### src/hw/rtl/i2clsr_pkg.sv
// ----------------------------------------------------------------------------
// I2C light sensor reader - package
// Transaction types and fixed constants shared by the core's modules.
// ----------------------------------------------------------------------------
package i2clsr_pkg;

    typedef struct packed {
        logic [1:0] kind;
        logic [7:0] command_byte;
        logic       sda_sample;
    } t_in_item;

    typedef struct packed {
        logic        scl_level;
        logic        sda_level;
        logic        sda_drive_enable;
        logic        busy_res;
        logic        done_res;
        logic        read_ok;
        logic [15:0] raw_count;
        logic [19:0] lux_q4;
    } t_out_item;

    localparam logic [1:0] KIND_WRITE = 2'd0;
    localparam logic [1:0] KIND_READ  = 2'd1;
    localparam logic [1:0] KIND_TICK  = 2'd2;

    localparam logic [6:0] DEV_ADDR_RESET = 7'd35;
    localparam logic [3:0] BITS_PER_BYTE  = 4'd8;

    // lux = raw * 40 / 3 = 13 * raw + floor(raw / 3); raw / 3 by reciprocal.
    localparam logic [19:0] LUX_WHOLE_MUL = 20'd13;
    localparam logic [31:0] LUX_RECIP_3   = 32'd43691;
    localparam int          LUX_RECIP_SH  = 17;

endpackage

### src/hw/rtl/i2clsr_in_buf.sv
// ----------------------------------------------------------------------------
// I2C light sensor reader - input buffer
// Input register with a skid entry so that the stall toward the source
// comes straight from a flop.
// ----------------------------------------------------------------------------
module i2clsr_in_buf
    import i2clsr_pkg::*;
(
    input  logic     i_clk,
    input  logic     i_rst_n,
    input  logic     i_valid,
    output logic     o_stall,
    input  t_in_item i_item,
    input  logic     i_take,
    output logic     o_valid,
    output t_in_item o_item
);

    logic     r_main_valid;
    logic     r_skid_valid;
    t_in_item r_main;
    t_in_item r_skid;
    logic     w_accept;

    assign w_accept = i_valid && !r_skid_valid;

    always_ff @(posedge i_clk) begin
        if (!i_rst_n) begin
            r_main_valid <= 1'b0;
            r_skid_valid <= 1'b0;
        end else begin
            if (i_take) begin
                if (r_skid_valid) begin
                    r_main       <= r_skid;
                    r_skid_valid <= 1'b0;
                end else begin
                    r_main_valid <= w_accept;
                    if (w_accept) begin
                        r_main <= i_item;
                    end
                end
            end else if (w_accept) begin
                if (!r_main_valid) begin
                    r_main_valid <= 1'b1;
                    r_main       <= i_item;
                end else begin
                    r_skid_valid <= 1'b1;
                    r_skid       <= i_item;
                end
            end
        end
    end

    assign o_stall = r_skid_valid;
    assign o_valid = r_main_valid;
    assign o_item  = r_main;

endmodule

### src/hw/rtl/i2clsr_lux.sv
// ----------------------------------------------------------------------------
// I2C light sensor reader - lux conversion
// Converts the raw count to lux in Q4: floor(raw * 40 / 3).
// ----------------------------------------------------------------------------
module i2clsr_lux
    import i2clsr_pkg::*;
(
    input  logic [15:0] i_raw,
    output logic [19:0] o_lux_q4
);

    logic [31:0] w_recip_prod;
    logic [14:0] w_third;
    logic [19:0] w_whole;

    // The reciprocal product is exact for every 16-bit count.
    assign w_recip_prod = 32'(i_raw) * LUX_RECIP_3;
    assign w_third      = w_recip_prod[LUX_RECIP_SH +: 15];
    assign w_whole      = 20'(i_raw) * LUX_WHOLE_MUL;
    assign o_lux_q4     = w_whole + 20'(w_third);

endmodule

### src/hw/rtl/i2clsr_seq.sv
// ----------------------------------------------------------------------------
// I2C light sensor reader - bus sequencer
// Half-period slot sequencer for write and read transactions, with the
// result register that captures the pin levels and measurement.
// ----------------------------------------------------------------------------
module i2clsr_seq
    import i2clsr_pkg::*;
(
    input  logic       i_clk,
    input  logic       i_rst_n,
    input  logic       i_step,
    input  t_in_item   i_item,
    input  logic       i_cfg_wr_en,
    input  logic [6:0] i_cfg_wr_data,
    output t_out_item  o_res
);

    typedef enum logic [4:0] {
        PH_IDLE,
        PH_START_A,
        PH_START_B,
        PH_ADR_LO,
        PH_ADR_HI,
        PH_ADR_ACK_LO,
        PH_ADR_ACK_HI,
        PH_CMD_LO,
        PH_CMD_HI,
        PH_CMD_ACK_LO,
        PH_CMD_ACK_HI,
        PH_HIB_HI,
        PH_HIB_LO,
        PH_HIB_ACK_LO,
        PH_HIB_ACK_HI,
        PH_LOB_HI,
        PH_LOB_LO,
        PH_LOB_ACK_LO,
        PH_LOB_ACK_HI,
        PH_STOP_A,
        PH_STOP_B
    } t_phase;

    t_phase    r_phase,     n_phase;
    logic [3:0] r_bit_count, n_bit_count;
    logic [7:0] r_shift,     n_shift;
    logic [7:0] r_high,      n_high;
    logic      r_is_read,   n_is_read;
    logic [6:0] r_dev_addr;
    t_out_item r_res;
    t_out_item n_res;

    logic [3:0]  w_bc_inc;
    logic        w_done;
    logic        w_ok;
    logic        w_scl;
    logic        w_sda;
    logic        w_drv;
    logic [15:0] w_raw;
    logic [19:0] w_lux;

    assign w_bc_inc = r_bit_count + 4'd1;
    assign w_raw    = {r_high, r_shift};

    i2clsr_lux u_lux (
        .i_raw    (w_raw),
        .o_lux_q4 (w_lux)
    );

    always_comb begin
        n_phase     = r_phase;
        n_bit_count = r_bit_count;
        n_shift     = r_shift;
        n_high      = r_high;
        n_is_read   = r_is_read;
        w_done      = 1'b0;

        case (i_item.kind)
            KIND_WRITE, KIND_READ: begin
                // Commands are dropped while a transaction is running.
                if (r_phase == PH_IDLE) begin
                    n_is_read   = (i_item.kind == KIND_READ);
                    n_shift     = {r_dev_addr, i_item.kind[0]};
                    if (i_item.kind == KIND_WRITE) begin
                        n_high = i_item.command_byte;
                    end
                    n_bit_count = 4'd0;
                    n_phase     = PH_START_A;
                end
            end
            KIND_TICK: begin
                case (r_phase)
                    PH_START_A: n_phase = PH_START_B;
                    PH_START_B: begin
                        n_bit_count = 4'd0;
                        n_phase     = PH_ADR_LO;
                    end
                    PH_ADR_LO: n_phase = PH_ADR_HI;
                    PH_CMD_LO: n_phase = PH_CMD_HI;
                    PH_ADR_HI, PH_CMD_HI: begin
                        n_shift     = {r_shift[6:0], 1'b0};
                        n_bit_count = w_bc_inc;
                        if (w_bc_inc >= BITS_PER_BYTE) begin
                            n_phase = (r_phase == PH_ADR_HI) ? PH_ADR_ACK_LO : PH_CMD_ACK_LO;
                        end else begin
                            n_phase = (r_phase == PH_ADR_HI) ? PH_ADR_LO : PH_CMD_LO;
                        end
                    end
                    PH_ADR_ACK_LO: n_phase = PH_ADR_ACK_HI;
                    PH_ADR_ACK_HI: begin
                        n_bit_count = 4'd0;
                        if (r_is_read) begin
                            // A released data line here means no device answered.
                            if (i_item.sda_sample) begin
                                n_is_read = 1'b0;
                                n_phase   = PH_STOP_A;
                            end else begin
                                n_phase = PH_HIB_HI;
                            end
                        end else begin
                            n_shift = r_high;
                            n_phase = PH_CMD_LO;
                        end
                    end
                    PH_CMD_ACK_LO: n_phase = PH_CMD_ACK_HI;
                    PH_CMD_ACK_HI: n_phase = PH_STOP_A;
                    PH_HIB_HI, PH_LOB_HI: begin
                        n_shift     = {r_shift[6:0], i_item.sda_sample};
                        n_bit_count = w_bc_inc;
                        n_phase     = (r_phase == PH_HIB_HI) ? PH_HIB_LO : PH_LOB_LO;
                    end
                    PH_HIB_LO: begin
                        if (r_bit_count >= BITS_PER_BYTE) begin
                            n_high  = r_shift;
                            n_phase = PH_HIB_ACK_LO;
                        end else begin
                            n_phase = PH_HIB_HI;
                        end
                    end
                    PH_LOB_LO: begin
                        n_phase = (r_bit_count >= BITS_PER_BYTE) ? PH_LOB_ACK_LO : PH_LOB_HI;
                    end
                    PH_HIB_ACK_LO: n_phase = PH_HIB_ACK_HI;
                    PH_HIB_ACK_HI: begin
                        n_bit_count = 4'd0;
                        n_phase     = PH_LOB_HI;
                    end
                    PH_LOB_ACK_LO: n_phase = PH_LOB_ACK_HI;
                    PH_LOB_ACK_HI: n_phase = PH_STOP_A;
                    PH_STOP_A:     n_phase = PH_STOP_B;
                    PH_STOP_B: begin
                        n_phase = PH_IDLE;
                        w_done  = 1'b1;
                    end
                    default: n_phase = PH_IDLE;
                endcase
            end
            default: ;
        endcase
    end

    // Pin levels follow from the slot being driven after this step.
    always_comb begin
        case (n_phase)
            PH_START_B, PH_STOP_A, PH_HIB_ACK_HI: {w_scl, w_sda, w_drv} = 3'b101;
            PH_ADR_LO, PH_CMD_LO:                 {w_scl, w_sda, w_drv} = {1'b0, n_shift[7], 1'b1};
            PH_ADR_HI, PH_CMD_HI:                 {w_scl, w_sda, w_drv} = {1'b1, n_shift[7], 1'b1};
            PH_ADR_ACK_LO, PH_CMD_ACK_LO,
            PH_HIB_LO, PH_LOB_LO:                 {w_scl, w_sda, w_drv} = 3'b010;
            PH_ADR_ACK_HI, PH_CMD_ACK_HI,
            PH_HIB_HI, PH_LOB_HI:                 {w_scl, w_sda, w_drv} = 3'b110;
            PH_HIB_ACK_LO:                        {w_scl, w_sda, w_drv} = 3'b001;
            PH_LOB_ACK_LO:                        {w_scl, w_sda, w_drv} = 3'b011;
            default:                              {w_scl, w_sda, w_drv} = 3'b111;
        endcase
    end

    always_comb begin
        w_ok                   = w_done && r_is_read;
        n_res.scl_level        = w_scl;
        n_res.sda_level        = w_sda;
        n_res.sda_drive_enable = w_drv;
        n_res.busy_res         = (n_phase != PH_IDLE);
        n_res.done_res         = w_done;
        n_res.read_ok          = w_ok;
        n_res.raw_count        = w_ok ? w_raw : 16'd0;
        n_res.lux_q4           = w_ok ? w_lux : 20'd0;
    end

    always_ff @(posedge i_clk) begin
        if (!i_rst_n) begin
            r_phase     <= PH_IDLE;
            r_bit_count <= 4'd0;
            r_shift     <= 8'd0;
            r_high      <= 8'd0;
            r_is_read   <= 1'b0;
            r_dev_addr  <= DEV_ADDR_RESET;
        end else begin
            if (i_cfg_wr_en) begin
                r_dev_addr <= i_cfg_wr_data;
            end
            if (i_step) begin
                r_phase     <= n_phase;
                r_bit_count <= n_bit_count;
                r_shift     <= n_shift;
                r_high      <= n_high;
                r_is_read   <= n_is_read;
            end
        end
        if (i_step) begin
            r_res <= n_res;
        end
    end

    assign o_res = r_res;

endmodule

### src/hw/rtl/i2c_light_sensor_reader_core.sv
// ----------------------------------------------------------------------------
// I2C light sensor reader - top level
// Bit-level I2C master for an ambient light sensor, one half-period slot
// per tick transaction, with raw count and lux results on read completion.
//
//   Channel   Direction  Handshake                  Payload
//   in        input      i_in_valid / o_in_stall    i_in_item  (t_in_item)
//   out       output     o_out_valid / i_out_stall  o_out_item (t_out_item)
//   cfg       input      i_cfg_wr_en                i_cfg_wr_data (address)
//
// Each transaction in produces one transaction out, registered in the input
// register and then in the result register. One transaction is accepted
// every cycle while o_in_stall is low. The slot sequencer steps once per
// transaction; the lux multiply sits in the same cycle ahead of the result
// register. A stalled output holds its result; the input keeps accepting
// until the input register and its skid entry are both full.
// Reset returns the sequencer to idle and the address to 35.
// ----------------------------------------------------------------------------
module i2c_light_sensor_reader_core
    import i2clsr_pkg::*;
(
    input  logic       i_clk,
    input  logic       i_rst_n,
    input  logic       i_in_valid,
    output logic       o_in_stall,
    input  t_in_item   i_in_item,
    output logic       o_out_valid,
    input  logic       i_out_stall,
    output t_out_item  o_out_item,
    input  logic       i_cfg_wr_en,
    input  logic [6:0] i_cfg_wr_data
);

    logic     w_buf_valid;
    t_in_item w_buf_item;
    logic     w_move;
    logic     r_out_valid;

    assign w_move = w_buf_valid && (!r_out_valid || !i_out_stall);

    i2clsr_in_buf u_in_buf (
        .i_clk   (i_clk),
        .i_rst_n (i_rst_n),
        .i_valid (i_in_valid),
        .o_stall (o_in_stall),
        .i_item  (i_in_item),
        .i_take  (w_move),
        .o_valid (w_buf_valid),
        .o_item  (w_buf_item)
    );

    i2clsr_seq u_seq (
        .i_clk         (i_clk),
        .i_rst_n       (i_rst_n),
        .i_step        (w_move),
        .i_item        (w_buf_item),
        .i_cfg_wr_en   (i_cfg_wr_en),
        .i_cfg_wr_data (i_cfg_wr_data),
        .o_res         (o_out_item)
    );

    always_ff @(posedge i_clk) begin
        if (!i_rst_n) begin
            r_out_valid <= 1'b0;
        end else if (w_move) begin
            r_out_valid <= 1'b1;
        end else if (!i_out_stall) begin
            r_out_valid <= 1'b0;
        end
    end

    assign o_out_valid = r_out_valid;

endmodule

### config.mk
export PLATFORM = sky130hd
export DESIGN_NAME = i2c_light_sensor_reader_core
export DESIGN_NICKNAME = d
export VERILOG_FILES = /design/src/hw/rtl/i2clsr_pkg.sv /design/src/hw/rtl/i2clsr_in_buf.sv /design/src/hw/rtl/i2clsr_lux.sv /design/src/hw/rtl/i2clsr_seq.sv /design/src/hw/rtl/i2c_light_sensor_reader_core.sv
export SDC_FILE = /design/constraint.sdc
export NUM_CORES = 1
export LEC_CHECK = 0
export BUFFER_PORTS_ARGS = -buffer_cell sky130_fd_sc_hd__buf_4
export CAP_MARGIN = 10
export CORE_ASPECT_RATIO = 0.6
export CORE_MARGIN = 8
export CORE_UTILIZATION = 55
export DETAILED_ROUTE_END_ITERATION = 10
export GPL_TIMING_DRIVEN = 0
export PLACE_DENSITY = 0.71
export SYNTH_ARGS = -nofsm -noshare
export SYNTH_HDL_FRONTEND = slang
export SYNTH_HIERARCHICAL = 1
export SYNTH_SLANG_ARGS = --single-unit
### constraint.sdc
create_clock -name i_clk -period 9.3 [get_ports i_clk]
set_input_delay 1.395 -clock i_clk [delete_from_list [all_inputs] [get_ports i_clk]]
set_output_delay 1.395 -clock i_clk [all_outputs]
set_load 0.005 [all_outputs]
==> flow_summary.toml <==
[status]
status = "completed"

[timing]
clock.fmax_ghz = 0.1162
period_share = 0.9252
setup_ws_ns = 0.6953
rsz0062_at_grt = "no"
finalHoldViolCount = 0
worst_clock_skew_ns = 0.008484
slew_violations = 0
worst_slew_pin_slew_ns = 1.062
maxSlewHeadroom = 0.2866
holdWs_ns = 0.4864
period_minus_slack_ns = 8.605
setup_viol = 0

[power_and_ir_drop]
power-per-cell-area_mw_per_mm2 = 127.4
ir_drop_mv = 0.1222
p_leak_nw = 6.446
power_w = 0.001606

[synth]
yosysUniqueCellTypes = 81
synth_area_mm2 = 0.01142
avgSynthCellArea_um2 = 9.508
synth_largest_area_cell = "ha_1"
seq_area_frac_synth = 0.2314
ys.flop_type = "edfxtp_1"
synth-edff-count = 64
synthesis.nets = 1502
synth_area_leaders = "ha_1, fa_1, edfxtp_1"
ys_ff_latch = 100
async_flop_share = 0
yosysTopAreaCellShare = 0.1928
yosysWarnings = 6
synthCells = 1201

[route]
num_vias = 8923
drt_first_pass_iters = 5
drtIter0Drc = 1063
post_drt_wl_per_cell_um = 19.56
viasPerCell = 5.731
ant_nets = 0
wirelength_um = 30450
drc_errors = 0

[worst_setup_path]
crit_path_frequent_cell = "fa_1"
worstPathArrival_ns = 8.71
r2r_cells = 27
critPathMaxStageDelay_ns = 0.80
crit_buf_inv = 4
cp_top_family = "adder cells"
end_kind = "flip-flop"
critical_path_class = "reg2reg"
worstPathRequired_ns = 9.41
cp_slowest_cell = "dfxtp_1"
startpoint_type = "flip-flop"
cp.depth = 27
crit_fanout = 12

[clock_network]
cts.path.max_buffers = 2
clk_pin_slew_ns = 0.07
post-cts-setup-buffer-count = 0
postCtsHoldBufs = 0
cts_buffers = 9
cts_root_buf = "clkbuf_16"
cts.sinks = 100
cts_tree = "done"
ctsResizeCount = 0
clock_latency_ns = 0.35
cts_max_level = 3

[flow_run]
maxCapViolCount = 0

[floorplan]
chipHeight_um = 127.6
core_area_mm2 = 0.02017
initial_utilization = 0.5662
boundaryPins = 67
num_rows = 40
die_area_mm2 = 0.02578
fp.dieW_um = 202.0

[min_path]
hold_depth = 2
hold_class = "reg2reg"

[cells_and_area]
area_growth_pct = 10.41
final.fill_count = 1712
fin_nets = 1580
layout_common_cells = "inv_1, ha_1, fa_1, nand2_1, buf_4"
mostFrequentLayoutCell = "inv_1"
n_antenna_cell = 0
drive_gt1_frac = 0.09813

[global_route]
grt_max_degree = 28
grt_pass1_vias = 8417
antenna_found_initial = 0
grt_use_total = 0.2366
gr-total-overflow = 0
grt_pass1_wl_um = 47530

[placed_design]
portBuffers = 65
hpwlAfterDp_um = 24680
gp_congestion = 0.9543
post-place-ws_ns = 0.8483
report_power, final:
group / leakage [nW] / switching (W) / internal [W]
clock: 0.154 / 0.000171 / 0.000238
combinational: 5.39 / 0.000392 / 0.000261
sequential: 0.907 / 0.0000396 / 0.000504
through the flow:
stage | utilization | instance area, um^2 | TNS, ns | cells
after detailed placement | 0.6091 | 12290 | 0 | 1541
final | 0.6251 | 12610 | 0 | 1557
after CTS | 0.6251 | 12610 | 0 | 1557
after global routing | 0.6251 | 12610 | 0 | 1557
after floorplan | - | 11420 | 0 | 1201
after global placement | 0.6073 | 12250 | -1.540 | 1539
worst register-to-register path, cell delays in order, from the launching register on:
cell and delay [ns]:
dfxtp_1 0.80, ha_1 0.42, xor2_1 0.42, ha_1 0.23, a21oi_1 0.05, fa_1 0.49, inv_1 0.06, fa_1 0.50
fa_1 0.54, inv_1 0.05, fa_1 0.53, inv_1 0.05, ha_1 0.36, inv_2 0.06, nor3_1 0.28, o211ai_2 0.22
a21oi_2 0.40, nor4_1 0.09, a211oi_1 0.33, fa_1 0.49, ha_1 0.37, a21o_1 0.24, a2111oi_0 0.52, o211ai_1 0.20
o211ai_1 0.23, mux2i_1 0.12, and3_1 0.15, and3_1 0.15
state kept, by name, indices dropped and copies added (netlist names):
signal and cells:
u_in_buf/o_item 11, u_in_buf/o_valid 1, u_seq/r_phase 5, o_out_valid 1
u_seq/r_bit_count 4, u_seq/r_is_read 1, u_in_buf/r_skid 11, u_seq/o_res 42
u_seq/r_high 8, u_in_buf/o_stall 1, u_seq/r_shift 8, u_seq/r_dev_addr 7
logic make-up (layout without fill, tap and decap cells):
logic type / after synthesis / after routing / share of synthesized area
simple gates: 269 / 269 / 0.1233
xor+xnor: 37 / 37 / 0.02838
buf+inv: 297 / 380 / 0.09894
fa+ha+maj: 278 / 278 / 0.3716
compound gates: 197 / 197 / 0.1215
mux: 23 / 23 / 0.02487
flops: 100 / 100 / 0.2314
Yosys cell counts, drive strengths merged, types with 18 or more instances:
library cell,instances
nand2,68
dfxtp,36
a211oi,21
inv,257
xnor2,23
clkbuf,30
a21oi,54
and3,44
edfxtp,64
ha,176
fa,102
nand3,18
o21ai,20
nor2,51
nor3,18
final cells by class:
cell class | instances | area, um^2 | area share
Tap cell | 273 | 341.6 | 0.02709
Multi-Input combinational cell | 804 | 7659 | 0.6074
Sequential cell | 100 | 2643 | 0.2096
Clock inverter | 6 | 93.84 | 0.007443
Clock buffer | 10 | 229.0 | 0.01816
Buffer | 40 | 165.2 | 0.01310
Inverter | 257 | 964.7 | 0.07651
Timing Repair Buffer | 67 | 513.0 | 0.04069
final timing paths:
check	start	to	slack (ns)
worst max-delay path	u_seq/r_shift[3]$_SDFFE_PN0P_	u_seq/o_res[19]$_SDFFCE_PN0P_	0.70
worst min-delay path	u_seq/r_dev_addr[1]$_SDFFE_PN1P_	u_seq/r_dev_addr[1]$_SDFFE_PN1P_	0.49
worst max register to register	u_seq/r_shift[3]$_SDFFE_PN0P_	u_seq/o_res[19]$_SDFFCE_PN0P_	0.70
worst min register to register	u_seq/r_dev_addr[1]$_SDFFE_PN1P_	u_seq/r_dev_addr[1]$_SDFFE_PN1P_	0.49
metal layers:
layer	vias up	routed length (um)	track usage	share of wire
li1	4231	-	-	-
met5	-	54	0.01584	0.0018
met4	2	112	0.01540	0.0037
met3	18	3822	0.08985	0.13
met1	4288	15100	0.3701	0.50
met2	384	11360	0.3074	0.37
No activity file was read; power rests on OpenSTA's default activity.
